--- config.mk ---
export PLATFORM = sky130hd
export DESIGN_NAME = binary128_to_decimal_digits_unit
export DESIGN_NICKNAME = d
export VERILOG_FILES = /design/src/design/b128dd_pkg.sv /design/src/design/binary128_to_decimal_digits_unit.sv /design/src/design/b128dd_dp.sv /design/src/design/b128dd_ctrl.sv
export SDC_FILE = /design/constraint.sdc
export NUM_CORES = 1
export LEC_CHECK = 0
export BUFFER_PORTS_ARGS = -buffer_cell sky130_fd_sc_hd__buf_2
export CAP_MARGIN = 20
export CORE_UTILIZATION = 51
export DETAILED_ROUTE_END_ITERATION = 8
export GPL_TIMING_DRIVEN = 0
export PLACE_DENSITY = 0.71
export SKIP_CTS_REPAIR_TIMING = 1
export SLEW_MARGIN = 20
export SYNTH_ARGS = -nofsm -noshare
export SYNTH_HDL_FRONTEND = slang
export SYNTH_SLANG_ARGS = --single-unit
--- constraint.sdc ---
create_clock -name clock -period 5.1 [get_ports clock]
set_clock_uncertainty 0.15 [all_clocks]
set_input_delay 1.02 -clock clock [delete_from_list [all_inputs] [get_ports clock]]
set_output_delay 1.02 -clock clock [all_outputs]
set_load 0.1 [all_outputs]
--- src/design/b128dd_pkg.sv ---
// Package for the binary to decimal digit converter: types, codes and constants.
`timescale 1ns / 1ps

package b128dd_pkg;

   localparam int DEFAULT_VALUE_WIDTH = 128;
   localparam int HALF_WIDTH          = 64;
   localparam int CHAR_WIDTH          = 6;
   localparam logic [CHAR_WIDTH-1:0] ASCII_ZERO = 6'd48;

   typedef enum logic [1:0] {
      ST_IDLE,
      ST_CONVERT,
      ST_SCAN,
      ST_EMIT
   } state_type;

   // controller to datapath
   typedef struct packed {
      logic load;        // capture a new value, clear the digits
      logic dabble;      // one double-dabble step
      logic next_digit;  // drop the top digit
   } cmd_type;

   // datapath to controller
   typedef struct packed {
      logic cnt_last;    // counter at its final step
      logic digit_zero;  // top digit is zero
   } status_type;

endpackage

--- src/design/binary128_to_decimal_digits_unit.sv ---
// Top level: unsigned binary value to ASCII decimal digit stream.
//
//   channel | dir | contents
//   req     | in  | tdata[63:0] value_low, tdata[127:64] value_high
//   rsp     | out | tdata[5:0] digit_char (tdata[7:6] zero), tlast last_digit
//
// A value is converted by one double-dabble shift per bit, then by a
// leading-zero skip and output of the digits, one digit at a time.
// One value is converted at a time.
// Reset is synchronous; it returns the controller to idle.
// An output stall holds the current digit and halts progress.
`timescale 1ns / 1ps

module binary128_to_decimal_digits_unit #(
   parameter int VALUE_WIDTH = b128dd_pkg::DEFAULT_VALUE_WIDTH
) (
   input  logic                                clock,
   input  logic                                reset,
   input  logic                                req_tvalid,
   output logic                                req_tready,
   input  logic [2*b128dd_pkg::HALF_WIDTH-1:0] req_tdata,  // value_low, value_high
   output logic                                rsp_tvalid,
   input  logic                                rsp_tready,
   output logic [7:0]                          rsp_tdata,  // digit_char, 2 zero bits
   output logic                                rsp_tlast
);
   import b128dd_pkg::*;

   cmd_type                cmd;
   status_type             status;
   logic [CHAR_WIDTH-1:0]  digit_char;

   b128dd_ctrl u_ctrl (
      .clock      (clock),
      .reset      (reset),
      .req_tvalid (req_tvalid),
      .req_tready (req_tready),
      .rsp_tvalid (rsp_tvalid),
      .rsp_tready (rsp_tready),
      .rsp_tlast  (rsp_tlast),
      .status     (status),
      .cmd        (cmd)
   );

   b128dd_dp #(
      .VALUE_WIDTH (VALUE_WIDTH)
   ) u_dp (
      .clock      (clock),
      .reset      (reset),
      .cmd        (cmd),
      .value      (req_tdata),
      .status     (status),
      .digit_char (digit_char)
   );

   assign rsp_tdata = {2'b00, digit_char};

endmodule

--- src/design/b128dd_dp.sv ---
// Datapath: double-dabble shift register, digit register and step counter.
`timescale 1ns / 1ps

module b128dd_dp #(
   parameter int VALUE_WIDTH = b128dd_pkg::DEFAULT_VALUE_WIDTH
) (
   input  logic                                   clock,
   input  logic                                   reset,
   input  b128dd_pkg::cmd_type                    cmd,
   input  logic [2*b128dd_pkg::HALF_WIDTH-1:0]    value,
   output b128dd_pkg::status_type                 status,
   output logic [b128dd_pkg::CHAR_WIDTH-1:0]      digit_char
);
   import b128dd_pkg::*;

   // decimal digits needed for 2^VALUE_WIDTH - 1 (1233/4096 ~ log10 2)
   localparam int DIGITS = ((VALUE_WIDTH * 1233) / 4096) + 1;
   localparam int BCD_WIDTH = 4 * DIGITS;
   localparam int CW = $clog2(VALUE_WIDTH + 1);

   logic [VALUE_WIDTH-1:0] bin_ff, bin_in;
   logic [BCD_WIDTH-1:0]   bcd_ff, bcd_in;
   logic [CW-1:0]          cnt_ff, cnt_in;
   logic [BCD_WIDTH-1:0]   adj;
   logic [3:0]             top;

   always_comb begin
      logic [3:0] nib;
      for (int g = 0; g < DIGITS; g++) begin
         nib = bcd_ff[4*g +: 4];
         adj[4*g +: 4] = (nib >= 4'd5) ? nib + 4'd3 : nib;
      end
   end

   assign top = bcd_ff[BCD_WIDTH-1 -: 4];

   always_comb begin
      bin_in = bin_ff;
      bcd_in = bcd_ff;
      cnt_in = cnt_ff;
      if (cmd.load) begin
         bin_in = value[VALUE_WIDTH-1:0];
         bcd_in = '0;
         cnt_in = CW'(VALUE_WIDTH);
      end else if (cmd.dabble) begin
         bin_in = {bin_ff[VALUE_WIDTH-2:0], 1'b0};
         bcd_in = {adj[BCD_WIDTH-2:0], bin_ff[VALUE_WIDTH-1]};
         cnt_in = status.cnt_last ? CW'(DIGITS) : cnt_ff - CW'(1);
      end else if (cmd.next_digit) begin
         bcd_in = {bcd_ff[BCD_WIDTH-5:0], 4'd0};
         cnt_in = cnt_ff - CW'(1);
      end
   end

   always_ff @(posedge clock) begin
      if (reset) begin
         cnt_ff <= '0;
         bcd_ff <= '0;
      end else begin
         cnt_ff <= cnt_in;
         bcd_ff <= bcd_in;
      end
      bin_ff <= bin_in;
   end

   assign status.cnt_last   = (cnt_ff == CW'(1));
   assign status.digit_zero = (top == 4'd0);
   assign digit_char        = ASCII_ZERO + {2'b00, top};

   a_load_count: assert property (@(posedge clock) disable iff (reset)
      cmd.load |=> cnt_ff == CW'(VALUE_WIDTH))
      else $error("step counter not loaded with value width");

   a_digit_range: assert property (@(posedge clock) disable iff (reset)
      top <= 4'd9)
      else $error("top digit out of decimal range");

   a_last_digits: assert property (@(posedge clock) disable iff (reset)
      cmd.dabble && status.cnt_last |=> cnt_ff == CW'(DIGITS))
      else $error("digit count not loaded after conversion");

endmodule

--- src/design/b128dd_ctrl.sv ---
// Controller: sequences load, conversion, leading-zero skip and digit output.
`timescale 1ns / 1ps

module b128dd_ctrl (
   input  logic                    clock,
   input  logic                    reset,
   input  logic                    req_tvalid,
   output logic                    req_tready,
   output logic                    rsp_tvalid,
   input  logic                    rsp_tready,
   output logic                    rsp_tlast,
   input  b128dd_pkg::status_type  status,
   output b128dd_pkg::cmd_type     cmd
);
   import b128dd_pkg::*;

   state_type state_ff, state_in;

   always_comb begin
      state_in = state_ff;
      case (state_ff)
         ST_IDLE: begin
            if (req_tvalid) state_in = ST_CONVERT;
         end
         ST_CONVERT: begin
            if (status.cnt_last) state_in = ST_SCAN;
         end
         ST_SCAN: begin
            if (!status.digit_zero || status.cnt_last) state_in = ST_EMIT;
         end
         ST_EMIT: begin
            if (rsp_tready && status.cnt_last) state_in = ST_IDLE;
         end
         default: state_in = ST_IDLE;
      endcase
   end

   always_comb begin
      req_tready     = 1'b0;
      rsp_tvalid     = 1'b0;
      rsp_tlast      = 1'b0;
      cmd            = '0;
      case (state_ff)
         ST_IDLE: begin
            req_tready = 1'b1;
            cmd.load   = req_tvalid;
         end
         ST_CONVERT: begin
            cmd.dabble = 1'b1;
         end
         ST_SCAN: begin
            cmd.next_digit = status.digit_zero && !status.cnt_last;
         end
         ST_EMIT: begin
            rsp_tvalid     = 1'b1;
            rsp_tlast      = status.cnt_last;
            cmd.next_digit = rsp_tready && !status.cnt_last;
         end
         default: ;
      endcase
   end

   always_ff @(posedge clock) begin
      if (reset) begin
         state_ff <= ST_IDLE;
      end else begin
         state_ff <= state_in;
      end
   end

   a_no_overlap: assert property (@(posedge clock) disable iff (reset)
      !(req_tready && rsp_tvalid))
      else $error("request taken while digits still pending");

   a_conv_to_scan: assert property (@(posedge clock) disable iff (reset)
      state_ff == ST_CONVERT && status.cnt_last |=> state_ff == ST_SCAN)
      else $error("conversion did not end after final step");

   a_first_digit: assert property (@(posedge clock) disable iff (reset)
      $rose(rsp_tvalid) |-> !status.digit_zero || status.cnt_last)
      else $error("leading zero emitted");

endmodule
Word-level counts from Yosys, hierarchy flattened
Cells that the tools add are included.
Cells by class
  eq/ne operators: 8
  order comparisons: 39
  mux-type cells: 58
  reductions and logical operators: 13
  $add $sub $neg: 41
Operator list (number)
  two-way mux 156 bit: 2
  two-way mux 128 bit: 2
  greater-or-equal comparator 4 x 3 -> 1 bit (second input constant): 39
  adder 4 x 2 -> 4 bit (second input constant): 38
  two-way mux 4 bit: 38
  two-way mux 8 bit: 4
  == test 8 x 1 -> 1 bit (second input constant): 1
  two-way mux 2 bit: 4
  one-hot mux 2 bit (4 select lines): 1
  subtractor 8 x 1 -> 8 bit (second input constant): 1
  adder 5 x 5 -> 6 bit (first input constant): 1
  inequality test 2 x 1 -> 1 bit (second input constant): 3
  two-way mux 1 bit: 5
  == test 2 bit (second input constant): 2
  zero test 4 bit: 1
  AND reduction 4 bit: 1
  nonzero test 2 bit: 2
  adder 3 x 2 -> 3 bit (second input constant): 1
  logical AND 1 bit: 3
  two-way mux 3 bit: 1
  nonzero test 3 bit: 1
  == test 2 x 1 -> 1 bit (second input constant): 1
  zero test 1 bit: 2
  zero test 2 bit: 1
  4 further kinds: 4
Word-level totals
  bits in registers: 294
  logic and storage cells: 164
  input port bits: 132
  output and inout port bits: 11

Longest topological paths before layout
  word-level depth: 7
  gate-level depth with buffers: 10
  depth with buffers taken out: 7

By module
From an unflattened synthesis, not the netlist that was laid out.
Unflattened totals
  cell total of the unflattened synthesis: 1579
  area, all modules: 16185.5 um2
Modules (own cells, without submodules)
  b128dd_dp: instances 1, seq. area each 7126.8 um2, area an instance 15951.5 um2, cells each 1551
  b128dd_ctrl: instances 1, seq. area each 40.0 um2, area an instance 215.2 um2, cells each 25
  binary128_to_decimal_digits_unit: instances 1, seq. area each 0.0 um2, area an instance 18.8 um2, cells each 3

Worst setup path before layout
Ideal clock, no wire load.
  kind: register to register
  start: reg u_ctrl.state_ff[1]
  end: reg u_dp.bin_ff[0] (enable)
  setup time: 1119 ps
  stages on the path, launching flop included: 7
  buffers on the path: 2
  data required time: 3831 ps
  clock period less this slack: 5431 ps
  arrival time: 4162 ps
  slack: -331 ps
  cell sequence: dfxtp_1 inv_1 ha_1 nand2_1 clkbuf_1 buf_2 nand2_1
On the way
  word-level cells in the longest chain between the ends: 3
  elaborated cells on any way between the ends: 5
  those cells by class: eq/ne: 1; mux: 2; reduce/logical: 2
Ends and longest elaborated chain
  start, declared: line b128dd_ctrl.sv:17  | state_type state_ff, state_in;
  start signal, assigned: line b128dd_ctrl.sv:67  | state_ff <= state_in;
  == test 2 x 1 -> 1 bit / zero test 2 bit (equally long branches): line b128dd_ctrl.sv:43  | case (state_ff)
  two-way mux 1 bit: line b128dd_ctrl.sv:43
  nonzero test 2 bit (no source line) *
  end signal, assigned: line b128dd_dp.sv:63  | bin_ff <= bin_in;
  end, declared: line b128dd_dp.sv:21  | logic [VALUE_WIDTH-1:0] bin_ff, bin_in;
Mark *: on every way between the ends. The rest lies on a longest branch, timed or not.
A chain may end at the register's enable or synchronous reset.

Final worst setup path
  start: reg u_ctrl.state_ff[1]
  end: reg u_dp.bin_ff[82] (enable)
The elaborated chain is that of the path after synthesis.

==> results.yml <==
outcome:
  status: "finished, final reports clean"
sta:
  hold_violations: 0
  slew_violations: 0
  setup_violations: 0
  timing.slew.headroom_pct: 39.4
  min_period_ps: 3610
  final.period_utilization_pct: 70.8
  setup_tns_ps: 0
  max_freq_mhz: 277
  tightestPinTransition_ps: 909
  rsz0062_at_grt: "no"
worst_setup_path:
  path_class: "reg -> reg"
  path_delay_family: "buffers and inverters"
  cp_common_cell: "clkbuf_1"
  cp_max_fo: 96
  start_kind: "register"
  worst_path_max_delay_cell: "clkbuf_1"
  cp_cell_sequence: "inv_1, ha_1, buf_2, inv_2, clkbuf_1, clkbuf_1, nand2_8, buf_16"
  timing.critical_path.required_ps: 5150
  path_buf_inv: 6
  worstSetupEndpointType: "register"
  ff2ff_path_depth: 8
  max_stage_delay_ps: 650
  cp.depth: 8
  arrival_ps: 3670
  worstReg2RegStart: "u_ctrl.state_ff[1]"
  r2r_slack_ps: 1490
  r2r_end: "u_dp.bin_ff[82]"
pwr:
  irDropWorstVdd_mv: 0.370
  power.density_mw_per_mm2: 668
  power.leakage_nw: 7.17
worst_hold_path:
  holdPathEnd: "u_dp.bcd_ff[83]"
  min_path_type: "reg -> reg"
  min_delay_path_depth: 2
  min_from: "u_dp.bcd_ff[83]"
clock_tree:
  cts_sinks: 294
  clockRootBuffer: "clkbuf_16"
  cts_made_buffers: 35
  clock_path_buffers: 3
  cts_tree: "done"
  clock_latency_ps: 520
  h-tree-depth: 2
  clk_pin_slew_ps: 60
placed_design:
  dp.final_hpwl_um: 28500
  gp_congestion: 0.845
  port_buffers: 138
layout:
  n_antenna_cell: 0
  final_core_util_pct: 60.2
  final_nets: 2207
  fillers: 2765
  drive_gt1_share_pct: 18.3
  area_growth_pct: 14.9
  multi_input_area_mm2: 0.00843
  regArea_mm2: 0.00717
die:
  dieHeight_um: 183
  ioPinCount: 143
  fp-row-count: 65
  start_util_pct: 52.4
  dieArea_mm2: 0.0335
  core-area_mm2: 0.0319
  die_w_um: 183
logic_synthesis:
  synth_area_per_cell_um2: 9.22
  synth_mux_area_share_pct: 10.9
  synth_top_family_by_area: "compound AO/OA/AOI/OAI gates"
  ys_warn_count: 0
  yosys-top-cells-area: "edfxtp_1, dfxtp_1, mux2_2, a21oi_1, ha_1"
  ys_seq_area_share_pct: 42.9
  synth-compound-area-share_pct: 21.9
  synthAdderAreaFrac_pct: 6.37
  synth.largest_area_cell: "edfxtp_1"
  postSynthCellCount: 1812
  synth_top_cell_area_share_pct: 23.0
  syn_area_mm2: 0.0167
  synthSimpleGateAreaFrac_pct: 8.83
  synth_cell_types: 51
  ys_ff_latch: 294
  synth_xor_xnor_area_share_pct: 2.20
global_route:
  grt_max_degree: 97
  grt_pass1_vias: 13800
  grt_overflow: 0
  track_usage_pct: 24.7
  antenna_found_initial: 0
  grt_pass1_wl_um: 67700
route:
  vias: 14300
  wirelength_um: 42300
  drc: 0
  wl_per_cell_um: 17.3
  drtIter0Drc: 1201
  dr.pass1.iters: 7
  avgViaCountPerCell: 5.82
  antenna_left: 0
run:
  maxCapViolations: 0
==> synthesized netlist by cell type (all sizes together) <==
cell and instances:
o211ai 1, nor4b 2, o31ai 4, inv 122, and3 2, a21oi 279, or3 1, o22ai 1
nor2 49, a311oi 1, nor4bb 1, a211oi 1, nand2 124, a31oi 75, o21a 73, a221oi 1
ha 85, and2 1, nor3 42, nand3 45, xnor2 39, nand4 3, clkbuf 107, dfxtp 166
o21ai 161, a211o 1, o32ai 36, nor4 2, xor2 3, nand2b 42, o32a 1, conb 2
or4b 1, a31o 1, buf 42, or4 1, mux2i 39, edfxtp 128, mux2 127
==> cells in the final DEF, fill, tap and decap left out, drive strengths merged, types with 42 or more instances in the layout <==
master  count
ha         85
a31oi      75
mux2      127
nand2     124
o21ai     161
buf       181
nand3      45
nor3       42
a21oi     279
clkbuf    156
nor2       49
dfxtp     166
inv       123
nand2b     42
edfxtp    128
o21a       73
==> power breakdown <==
part	internal [W]	switching, W	leakage [nW]
registers	0.00371	0.000541	2.60
clock network	0.00161	0.000995	0.582
logic	0.00214	0.00381	3.98
==> sequential cells by signal, indices dropped and copies added, names as in the netlist <==
name and count:
u_dp.bcd_ff 156, u_dp.bin_ff 128, u_dp.cnt_ff 8, u_ctrl.state_ff 2
==> logic make-up after synthesis <==
family / Yosys count
buf+inv: 271
compound gates: 636
xor+xnor: 42
other cells: 2
simple gates: 316
flops: 294
fa+ha+maj: 85
mux: 166
==> layer usage <==
layer / global-route usage [%] / up-vias / part of all wire, % / wire [um]
met3: 3.04 / 87 / 7.5 / 3150
li1: - / 6858 / - / -
met2: 41.7 / 550 / 46 / 19600
met1: 32.6 / 6756 / 44 / 18600
met4: 8.67 / 0 / 2.3 / 991
met5: 0 / - / 0 / 0
==> worst reg2reg max path, cell delays in order, from the launching register on <==
cell and delay, ps:
dfxtp_1 500, inv_1 140, ha_1 200, buf_2 190
inv_2 170, clkbuf_1 510, clkbuf_1 650, nand2_8 340
buf_16 370
==> worst max path at each step <==
| stage | from | endpoint |
|---|---|---|
| finish | u_ctrl.state_ff[1] | u_dp.bin_ff[82] |
| global route | u_ctrl.state_ff[1] | u_dp.bin_ff[84] |
| detailed placement | u_ctrl.state_ff[1] | u_dp.bin_ff[74] |
| floorplan | u_ctrl.state_ff[1] | u_dp.bin_ff[0] |
| global placement | u_ctrl.state_ff[1] | u_dp.bin_ff[74] |
| CTS | u_ctrl.state_ff[1] | u_dp.bin_ff[83] |
==> area by class of cell <==
class / instances / area share (%)
clock buffers: 49 / 5.16
multi-input cells: 1249 / 43.9
flip-flops and latches: 294 / 37.4
clock inverters: 13 / 1.07
plain buffers: 149 / 3.53
well taps: 435 / 2.84
inverters: 122 / 2.39
repair buffers: 139 / 3.74
==> through the flow <==
step	std cells	setup WS [ps]	power, W	hold slack (ps)	area [um2]
after floorplan	1814	910	0.00849	312	16700
after global placement	2387	7.65	0.00993	330	17900
after detailed placement	2388	1560	0.0101	333	18000
after CTS	2450	1520	0.0128	340	19200
after global routing	2450	1270	0.0136	367	19200
final	2450	1490	0.0128	345	19200
Power figures use the tool's default switching activity.
